==> config.mk <==
export PLATFORM = sky130hd
export DESIGN_NAME = sqerr_queue
export DESIGN_NICKNAME = d
export VERILOG_FILES = /design/src/sv/sqerr_pkg.sv /design/src/sv/sqerr_queue.sv
export SDC_FILE = /design/constraint.sdc
export NUM_CORES = 1
export LEC_CHECK = 0
export ABC_AREA = 1
export BUFFER_PORTS_ARGS = -buffer_cell sky130_fd_sc_hd__buf_2
export CAP_MARGIN = 20
export CORE_ASPECT_RATIO = 0.7
export CORE_MARGIN = 4
export CORE_UTILIZATION = 40
export CTS_CLUSTER_SIZE = 28
export DETAILED_ROUTE_END_ITERATION = 16
export PLACE_DENSITY_LB_ADDON = 0.1
export RECOVER_POWER = 25
export SLEW_MARGIN = 5
export SYNTH_ARGS = -nofsm -noshare
export SYNTH_HDL_FRONTEND = slang
export SYNTH_SLANG_ARGS = --single-unit
==> constraint.sdc <==
create_clock -name clk -period 2.4 [get_ports clk]
set_clock_uncertainty 0.05 [all_clocks]
set_input_delay 0.36 -clock clk [delete_from_list [all_inputs] [get_ports clk]]
set_output_delay 0.36 -clock clk [all_outputs]
set_load 0.05 [all_outputs]
==> src/sv/sqerr_pkg.sv <==
// ----------------------------------------------------------------------------
// sqerr_pkg
// Shared types, constants and label normalization tables for the
// scaled-label squared error loss block.
// ----------------------------------------------------------------------------
package sqerr_pkg;

  localparam int CHANNELS = 14;
  localparam int CH_W     = 4;
  localparam int DATA_W   = 24;
  localparam int INV_W    = 17;
  localparam int LOSS_W   = 32;
  localparam int SUM_W    = 48;

  // configuration register indexes
  localparam logic CFG_INV_BATCH   = 1'b0;
  localparam logic CFG_LOSS_WEIGHT = 1'b1;

  typedef logic signed [DATA_W-1:0] q816_t;

  // one normalized element, front to back
  typedef struct packed {
    logic  last;
    q816_t diff;
  } q_entry_t;

  // configuration registers
  typedef struct packed {
    logic [INV_W-1:0] inv_batch;
    q816_t            loss_weight;
  } cfg_t;

  // per-channel label scale, unsigned Q.24
  function automatic logic [23:0] norm_scale(input logic [CH_W-1:0] ch);
    logic [23:0] s;
    case (ch)
      4'd0:    s = 24'd15252015;
      4'd1:    s = 24'd2982653;
      4'd2:    s = 24'd2440246;
      4'd3:    s = 24'd2982653;
      4'd4:    s = 24'd176602;
      4'd5:    s = 24'd176602;
      4'd6:    s = 24'd2440246;
      4'd7:    s = 24'd2684355;
      4'd8:    s = 24'd2684355;
      4'd9:    s = 24'd2440246;
      4'd10:   s = 24'd176602;
      4'd11:   s = 24'd176602;
      4'd12:   s = 24'd176602;
      4'd13:   s = 24'd10066330;
      default: s = 24'd15252015;
    endcase
    return s;
  endfunction

  // per-channel label offset, signed Q.16
  function automatic logic signed [17:0] norm_offset(input logic [CH_W-1:0] ch);
    logic signed [17:0] o;
    case (ch)
      4'd0:    o = 18'sd32768;
      4'd1:    o = 18'sd88110;
      4'd2:    o = 18'sd25619;
      4'd3:    o = -18'sd22574;
      4'd4:    o = 18'sd7864;
      4'd5:    o = 18'sd7864;
      4'd6:    o = 18'sd97112;
      4'd7:    o = 18'sd64225;
      4'd8:    o = 18'sd1311;
      4'd9:    o = -18'sd31576;
      4'd10:   o = 18'sd7864;
      4'd11:   o = 18'sd7864;
      4'd12:   o = 18'sd7864;
      4'd13:   o = 18'sd13107;
      default: o = 18'sd32768;
    endcase
    return o;
  endfunction

endpackage

==> src/sv/sqerr_queue.sv <==
// ----------------------------------------------------------------------------
// sqerr_queue
// Short FIFO of normalized differences between front and back.
// ----------------------------------------------------------------------------
module sqerr_queue #(
  parameter int DEPTH = 4
) (
  input  logic                clk,
  input  logic                rst_n,
  input  logic                push,
  input  sqerr_pkg::q_entry_t push_data,
  output logic                full,
  input  logic                pop,
  output logic                pop_valid,
  output sqerr_pkg::q_entry_t pop_data
);
  import sqerr_pkg::*;

  localparam int AW = (DEPTH > 1) ? $clog2(DEPTH) : 1;
  localparam int CW = $clog2(DEPTH + 1);

  q_entry_t        mem [DEPTH];
  logic [AW-1:0]   wr_ptr_r, wr_ptr_nxt;
  logic [AW-1:0]   rd_ptr_r, rd_ptr_nxt;
  logic [CW-1:0]   count_r, count_nxt;
  logic            do_pop;

  assign full      = (count_r == CW'(DEPTH));
  assign pop_valid = (count_r != '0);
  assign do_pop    = pop && pop_valid;
  assign pop_data  = mem[rd_ptr_r];

  always_comb begin
    wr_ptr_nxt = wr_ptr_r;
    rd_ptr_nxt = rd_ptr_r;
    count_nxt  = count_r;
    if (push) begin
      wr_ptr_nxt = (wr_ptr_r == AW'(DEPTH - 1)) ? '0 : wr_ptr_r + 1'b1;
    end
    if (do_pop) begin
      rd_ptr_nxt = (rd_ptr_r == AW'(DEPTH - 1)) ? '0 : rd_ptr_r + 1'b1;
    end
    case ({push, do_pop})
      2'b10:   count_nxt = count_r + 1'b1;
      2'b01:   count_nxt = count_r - 1'b1;
      default: count_nxt = count_r;
    endcase
  end

  always_ff @(posedge clk) begin
    if (!rst_n) begin
      wr_ptr_r <= '0;
      rd_ptr_r <= '0;
      count_r  <= '0;
    end else begin
      wr_ptr_r <= wr_ptr_nxt;
      rd_ptr_r <= rd_ptr_nxt;
      count_r  <= count_nxt;
    end
  end

  always_ff @(posedge clk) begin
    if (push) mem[wr_ptr_r] <= push_data;
  end

  assert property (@(posedge clk) disable iff (!rst_n) push |-> !full)
    else $error("push into full queue");

endmodule

== After elaboration in Yosys (flattened, before gate mapping) ==
Memories as Yosys holds them, arrays and structs flattened. A register that Yosys moved wholly into a read port is not among the register bits.
Cells that the tools add are included.
Word-level totals
  memory bits (writable): 100
  output and inout bits: 27
  flip-flop bits (word level): 7
  memories: 1
  logic and storage cells: 23
  input bits: 29
Cells by class
  equal/unequal tests: 5
  mux-type cells: 7
  $add $sub $neg: 4
  reductions and logical operators: 3
Memories
  mem: words 4, width 25, read ports 1, clocked after Yosys merged registers in 1, wr ports 1, RTL line sqerr_queue.sv:22  | q_entry_t mem [DEPTH];
Operators by type and width (number)
  2-bit 2-to-1 mux: 4
  2-bit equality test (second input constant): 3
  3-bit one-hot mux with 2 select lines: 1
  2-bit by 1-bit adder with 2-bit output (second input constant): 2
  3-bit by 1-bit adder with 3-bit output (second input constant): 1
  3-bit equality test (second input constant): 1
  3-bit nonzero test: 1
  3-bit by 1-bit subtractor with 3-bit output (second input constant): 1
  2-bit by 1-bit equality test with 1-bit output (second input constant): 1
  1-bit 2-to-1 mux: 2
  2-bit nonzero test: 1
  1-bit logical AND: 1

== Longest topological paths before layout ==
Gate-level depths: netlist of run 1.
  word-level depth: 4
  mapped depth: 12
  depth with buffers taken out: 12

== Least setup slack after synthesis of run 1 ==
No wires, ideal clock.
  kind: register to register
  from: reg count_r[0]
  to: reg count_r[1]
  stages on the path, launching flop included: 8
  required time: 2.280 ns
  slack: 0.278 ns
  arrival time: 2.002 ns
  clock period less this slack: 2.122 ns
  library setup time: 0.070 ns
  buffers on the path: 0
  path through: dfxtp_1 inv_1 nand3_1 and2_1 ha_1 inv_1 fa_1 a21oi_1
Between the ends
  word-level cells in the longest chain between the ends: 4
  elaborated cells on any way between the ends: 8
  those cells by class: add/sub (2); eq/ne (2); mux (1); reduce/logical (3)
Ends and longest elaborated chain
  from (decl): RTL line sqerr_queue.sv:25  | logic [CW-1:0] count_r, count_nxt;
  from (signal assigned): RTL line sqerr_queue.sv:58  | count_r <= count_nxt;
  3-bit nonzero test (*): RTL line sqerr_queue.sv:29  | assign pop_valid = (count_r != '0);
  net pop_valid: RTL line sqerr_queue.sv:14  | output logic pop_valid,
  1-bit logical AND (*): RTL line sqerr_queue.sv:30  | assign do_pop = pop && pop_valid;
  2-bit by 1-bit equality test with 1-bit output or 2-bit equality test (tied branches): RTL line sqerr_queue.sv:43  | case ({push, do_pop})
  3-bit one-hot mux with 2 select lines or 2-bit nonzero test (tied branches)
The timed path passes the listed nets; every way through them passes the cells marked *.
A chain may end at the register's enable or synchronous reset.

==> results by group, run 1 <==
Status
  • Status: completed

Clocking
  • Clk_lat worst skew: 0.34 ns
  • Cts hold-fix bufs: 0
  • Maximum root-to-sink buffer count: 2
  • Num Clock Sinks: 109
  • H-Tree Level Count: 3
  • Clk pin slew, worst setup/hold paths: 0.07 ns
  • CTS resizes: 0
  • Cts bufs inserted: 9
  • Root Driver: clkbuf_16
  • CTS tree: yes
  • Post-CTS setup buffer count: 0

Logic synthesis
  • FFs w/ async S/R, synth: 0
  • Sequential fraction of the synthesis area: 0.760
  • Post-synth net total: 340
  • Prevailing post-synth register cell: edfxtp_1
  • Register bit total from synthesis: 109
  • Post-synthesis instance total: 304
  • Synth warn: 0
  • Post-synthesis cell area: 0.00419 mm^2
  • Leading area contributor after synthesis: edfxtp_1
  • Syn_area_per_cell: 13.8 um^2
  • Top cell type's share of synthesized area: 0.717
  • Area contributors post-synth: edfxtp_1 72%, o21ai_0 4.8%, nor2_1 4.8%
  • EDFF count, synth: 100
  • Number of distinct library cells after synthesis: 22

STA
  • FMAX: 447 MHz
  • Slew margin rel.: 0.669
  • Slew @ Worst Pin: 0.496 ns
  • Hold Fails Final Rpt: 0
  • Fin crit share: 0.932
  • Pins Over Slew Limit: 0
  • Crit path time final: 2.24 ns
  • TNS Setup: 0 ns
  • RSZ-0062 raised after global routing: false
  • Final setup viols: 0

Global routing
  • Overflow after GRT: 0
  • First-pass GRT wire length: 12,500 um
  • Vias in the first global route: 2,359
  • Initial antenna violation count: 0
  • Largest net degree at the start of global routing: 51
  • Global Route Usage Sum: 0.139

Placed design
  • Total placed instance area: 0.00460 mm^2
  • DP HPWL: 5110 um
  • PortBufs: 55
  • Final GP Congestion: 0.718

Pwr
  • Sequential share of power: 0.427
  • Sw Pwr: 1.91 mW
  • Worst IR drop on VDD: 0.432 mV
  • Clock Power Share: 0.267
  • PwrDens: 1080 mW/mm^2
  • Leakage: 1.76 nW
  • Logic pwr share: 0.307
  • Internal power: 3.36 mW
  • Switching portion of total power: 0.362

Die
  • FP Rows: 30
  • Io pins: 56
  • Chip width: 130 um
  • Die H: 93.6 um
  • Starting density of the core: 0.421
  • Die footprint: 0.0122 mm^2
  • Core area: 0.00995 mm^2

Hold path
  • Hold Crit Class: in2reg
  • HP Start: push_data[3]

Cells and area
  • Most frequent cells in the layout: 100 x edfxtp_1, 53 x nor2_1, 40 x o21ai_0
  • Commonest non-fill, non-tap cell in the layout: edfxtp_1
  • Final net count: 400
  • Filler cell count: 879
  • Area delta synth->final: 16.2%
  • Design Area, Final: 0.00487 mm^2
  • Antenna Cells: 0
  • Share of layout cells above drive strength 1: 0.176

Routing
  • Number of routed nets with antenna violations: 0
  • Via count: 2,467
  • DR WL/cell: 16.4 um
  • TritonRoute pass-1 iters: 4
  • Iter 0 DRT Violations: 166
  • DR DRC count: 0
  • Drt via density: 4.96
  • Detailed-route wire length: 8160 um

Setup path
  • Reg2reg start: count_r[0]$_SDFFE_PN0P_
  • Worst EP arrival: 1.83 ns
  • Crit end category: primary output
  • CP Max Fanout: 19
  • CP Class: reg2out
  • CP required: 1.99 ns
  • Crit start category: register

Flow run
  • Max-Cap Viols: 0
==> per-stage QoR <==
| stage | utilization | hold WS, ns | power (mW) | std cells | setup slack, ns |
|---|---|---|---|---|---|
| 2_1_floorplan | - | 0.409 | 3.56 | 304 | 0.278 |
| 3_3_place_gp | 0.463 | 0.473 | 3.93 | 481 | 0.450 |
| 3_5_place_dp | 0.463 | 0.485 | 3.94 | 481 | 0.500 |
| 4_1_cts | 0.491 | 0.167 | 5.34 | 497 | 0.123 |
| 5_1_grt | 0.489 | 0.191 | 5.51 | 497 | 0.00892 |
| 6_report | 0.489 | 0.194 | 5.27 | 497 | 0.162 |
==> final cells by class <==
cell class,count,area (um^2),share of cell area
multi-input cells,163,837,0.172
clock buffers,11,233,0.0478
clock inverters,5,51.3,0.0105
flip-flops and latches,109,3180,0.654
repair buffers,64,335,0.0689
well taps,128,160,0.0329
inverters,17,66.3,0.0136
==> cells in the mapped netlist, types with 5 or more instances <==
| cell type | n |
|---|---|
| o21ai_0 | 40 |
| o21ai_1 | 14 |
| a21oi_1 | 5 |
| nor2_1 | 53 |
| inv_1 | 15 |
| nand2_1 | 10 |
| ha_1 | 6 |
| buf_4 | 8 |
| dfxtp_1 | 9 |
| o22ai_1 | 25 |
| buf_2 | 6 |
| edfxtp_1 | 100 |
==> sequential cells by signal, summed over array words and instances (netlist names), named ones only <==
name      cells
wr_ptr_r      2
count_r       3
rd_ptr_r      2
mem         100
==> power by group through the flow <==
stage / combinational [mW] / sequential [mW] / clock [mW]
finish: 1.62 / 2.25 / 1.41
global placement: 1.64 / 2.29 / 0
floorplan: 1.29 / 2.26 / 0
CTS: 1.65 / 2.25 / 1.44
global route: 1.75 / 2.26 / 1.50
detailed placement: 1.65 / 2.29 / 0
==> per-layer routing <==
layer,wire [um],vias up,global-route usage
met1,4000,1161,0.199
li1,-,1241,-
met3,531,8,0.0457
met4,61,0,0.0519
met5,0,-,0
met2,3580,57,0.195
==> cells by family after synthesis <==
kind of cell | after synthesis | synth area share
AOI/OAI and AO/OA | 85 | 0.110
and+or+nand+nor | 71 | 0.0669
buffers and inverters | 32 | 0.0400
DFF | 109 | 0.760
adders and majority gates | 7 | 0.0227
==> path summary, 6_finish.rpt <==
| check | end | slack [ns] | cells after the start |
|---|---|---|---|
| max | pop_data[14] | 0.16 | 4 |
| min | mem[3][3]$_DFFE_PP_ | 0.19 | 1 |
| max reg2reg | count_r[2]$_SDFFE_PN0P_ | 0.57 | 12 |
| min reg2reg | register | 0.49 | 2 |
==> critical path: stages, from the launching register on <==
cell,delay (ns)
dfxtp_2,0.54
buf_4,0.29
o21ai_0,0.12
o22ai_1,0.21
buf_2,0.31
Power figures use the tool's default switching activity.
==> run 2: changes to the inputs <==
--- a/config.mk
+++ b/config.mk
@@ -13,7 +13,7 @@
 export CORE_UTILIZATION = 40
 export CTS_CLUSTER_SIZE = 28
 export DETAILED_ROUTE_END_ITERATION = 16
-export PLACE_DENSITY_LB_ADDON = 0.1
+export PLACE_DENSITY = 0.6
 export RECOVER_POWER = 25
 export SLEW_MARGIN = 5
 export SYNTH_ARGS = -nofsm -noshare
==> results by group, run 2 (synthesis gave the netlist of run 1 again) <==
Status
  • Status: completed

Clocking
  • CTS tree: yes
  • Clk pin slew, worst setup/hold paths: 0.07 ns (about the same)
  • Root Driver: clkbuf_16
  • Clk_lat worst skew: 0.34 ns (about the same)
  • Post-CTS setup buffer count: 0 (unchanged)
  • H-Tree Level Count: 3 (unchanged)
  • Cts bufs inserted: 9 (unchanged)
  • Cts hold-fix bufs: 0 (unchanged)
  • CTS resizes: 0 (unchanged)
  • Num Clock Sinks: 109 (unchanged)
  • Maximum root-to-sink buffer count: 2 (unchanged)

Flow run
  • Max-Cap Viols: 0 (unchanged)

Setup path
  • Crit end category: primary output
  • Reg2reg start: count_r[0]$_SDFFE_PN0P_
  • Critical Path Max Stage Delay: 0.38 ns (-0.16 ns)
  • Worst EP arrival: 1.79 ns (-0.04 ns)
  • Worst path bufs/invs: 2 (unchanged)
  • R2R Setup Slk: 0.59 ns (+0.02 ns)
  • Critical-path top delay cell: inv_4
  • R2R depth: 12 (unchanged)
  • CP required: 1.99 ns (about the same)
  • Critical-path cell list: inv_4 -> o21ai_0 -> o22ai_1 -> buf_2
  • CP Class: reg2out
  • Family with the most delay on the worst path: buffers and inverters
  • End of the worst register-to-register path: count_r[2]$_SDFFE_PN0P_
  • Crit start category: register
  • CP Max Fanout: 50 (+31)

Routing
  • Via count: 2,475 (+0.32%)
  • DR WL/cell: 16.3 um (-0.57%)
  • TritonRoute pass-1 iters: 4 (unchanged)
  • Number of routed nets with antenna violations: 0 (unchanged)
  • Drt via density: 4.96 (about the same)
  • Iter 0 DRT Violations: 132 (-20%)
  • Detailed-route wire length: 8150 um (-0.17%)
  • DR DRC count: 0 (unchanged)

Die
  • Chip width: 130 um (unchanged)
  • Starting density of the core: 0.421 (unchanged)
  • Io pins: 56 (unchanged)
  • FP Rows: 30 (unchanged)
  • Die footprint: 0.0122 mm^2 (unchanged)
  • Die H: 93.6 um (unchanged)
  • Core area: 0.00995 mm^2 (unchanged)

Cells and area
  • Sequential cell area: 0.00318 mm^2 (unchanged)
  • Max FFs per register: 100 (unchanged)
  • Share of layout cells above drive strength 1: 0.186 (+0.00983)
  • Area delta synth->final: 17.0%
  • Multi-input gate area: 837 um^2 (unchanged)
  • Final net count: 402 (+0.50%)
  • Most frequent cells in the layout: 100 x edfxtp_1, 53 x nor2_1, 40 x o21ai_0, 40 x buf_2, 25 x o22ai_1
  • Largest Register: mem
  • Largest regs: mem: 100 flops, count_r: 3 flops
  • Filler cell count: 878 (-0.11%)
  • Commonest non-fill, non-tap cell in the layout: edfxtp_1
  • Antenna Cells: 0 (unchanged)

Pwr
  • Total power draw: 5.41 mW (+2.7%)
  • Leakage: 1.78 nW (+1.4%)
  • Worst IR drop on VDD: 0.407 mV (-5.6%)
  • PwrDens: 1100 mW/mm^2 (+2.0%)

STA
  • Hold Fails Final Rpt: 0 (unchanged)
  • FMAX: 455 MHz (+1.7%)
  • Crit path time final: 2.20 ns (-0.0380 ns)
  • Pins Over Slew Limit: 0 (unchanged)
  • Slew margin rel.: 0.664 (-0.00503)
  • RSZ-0062 raised after global routing: false
  • TNS Setup: 0 ns (unchanged)
  • Final setup viols: 0 (unchanged)
  • Fin crit share: 0.917 (-0.0158)
  • Slew @ Worst Pin: 0.503 ns (+0.00755 ns)

Placed design
  • Final GP Congestion: 0.750 (+4.4%)
  • PortBufs: 55 (unchanged)
  • DP HPWL: 4950 um (-3.2%)

Global routing
  • Initial antenna violation count: 0 (unchanged)
  • Overflow after GRT: 0 (unchanged)
  • Vias in the first global route: 2,371 (+0.51%)
  • First-pass GRT wire length: 12,600 um (+0.44%)
  • Largest net degree at the start of global routing: 51 (unchanged)
  • Global Route Usage Sum: 0.140 (+0.00184)

Hold path
  • Min-Delay Endpoint: mem[3][2]$_DFFE_PP_
  • HP Start: push_data[2]
  • Hold Crit Class: in2reg
  • Hold Path Depth: 1 (unchanged)
[run 2: area by class of cell]
class                           count  share of cell area
Inverter                           17              0.0135
Clock buffer                        9              0.0460
Sequential cell                   109               0.650
Multi-Input combinational cell    163               0.171
Tap cell                          128              0.0327
Clock inverter                      7              0.0181
Timing Repair Buffer               66              0.0692
[run 2: power by group]
group | internal [mW] | total, mW | switching [mW]
logic | 0.374 | 1.65 | 1.27
clock network | 0.908 | 1.54 | 0.627
registers | 2.19 | 2.23 | 0.0400
total | 3.47 | 5.41 | 1.94
[run 2: routing by layer]
layer	vias to the layer above	global-route usage	share of wire
li1	1243	-	-
met1	1164	0.195	0.50
met2	55	0.202	0.43
met3	13	0.0502	0.051
met4	0	0.0545	0.015
met5	-	0	0
[run 2: worst max path at each step]
| stage | startpoint | to | slack, ns | cells after the start |
|---|---|---|---|---|
| floorplan | count_r[0]$_SDFFE_PN0P_ | count_r[1]$_SDFFE_PN0P_ | 0.28 | 7 |
| global placement | register | pop_data[7] | 0.63 | 4 |
| finish | register | pop_data[7] | 0.20 | 4 |
| global route | register | pop_data[7] | 0.09 | 4 |
| detailed placement | register | pop_data[7] | 0.59 | 4 |
| CTS | register | pop_data[17] | 0.16 | 4 |
[run 2: metrics by stage]
step | setup slack, ns | instance area (um^2) | cells | utilization | hold WS [ns]
floorplan | 0.278 | 4190 | 304 | - | 0.409
global placement | 0.625 | 4610 | 483 | 0.463 | 0.463
finish | 0.200 | 4900 | 499 | 0.493 | 0.192
global route | 0.0948 | 4900 | 499 | 0.493 | 0.185
CTS | 0.163 | 4920 | 499 | 0.495 | 0.167
detailed placement | 0.588 | 4610 | 483 | 0.463 | 0.480
[run 2: worst reg2reg max path, cell delays in order (launching register included)]
cell and delay [ns]:
dfxtp_1 0.33, inv_1 0.08, nand3_1 0.19, and2_1 0.16
ha_1 0.16, inv_1 0.06, fa_1 0.38, inv_1 0.06
nand2_1 0.06, nand3_1 0.07, nand2_1 0.05, inv_1 0.04
nor2_1 0.03
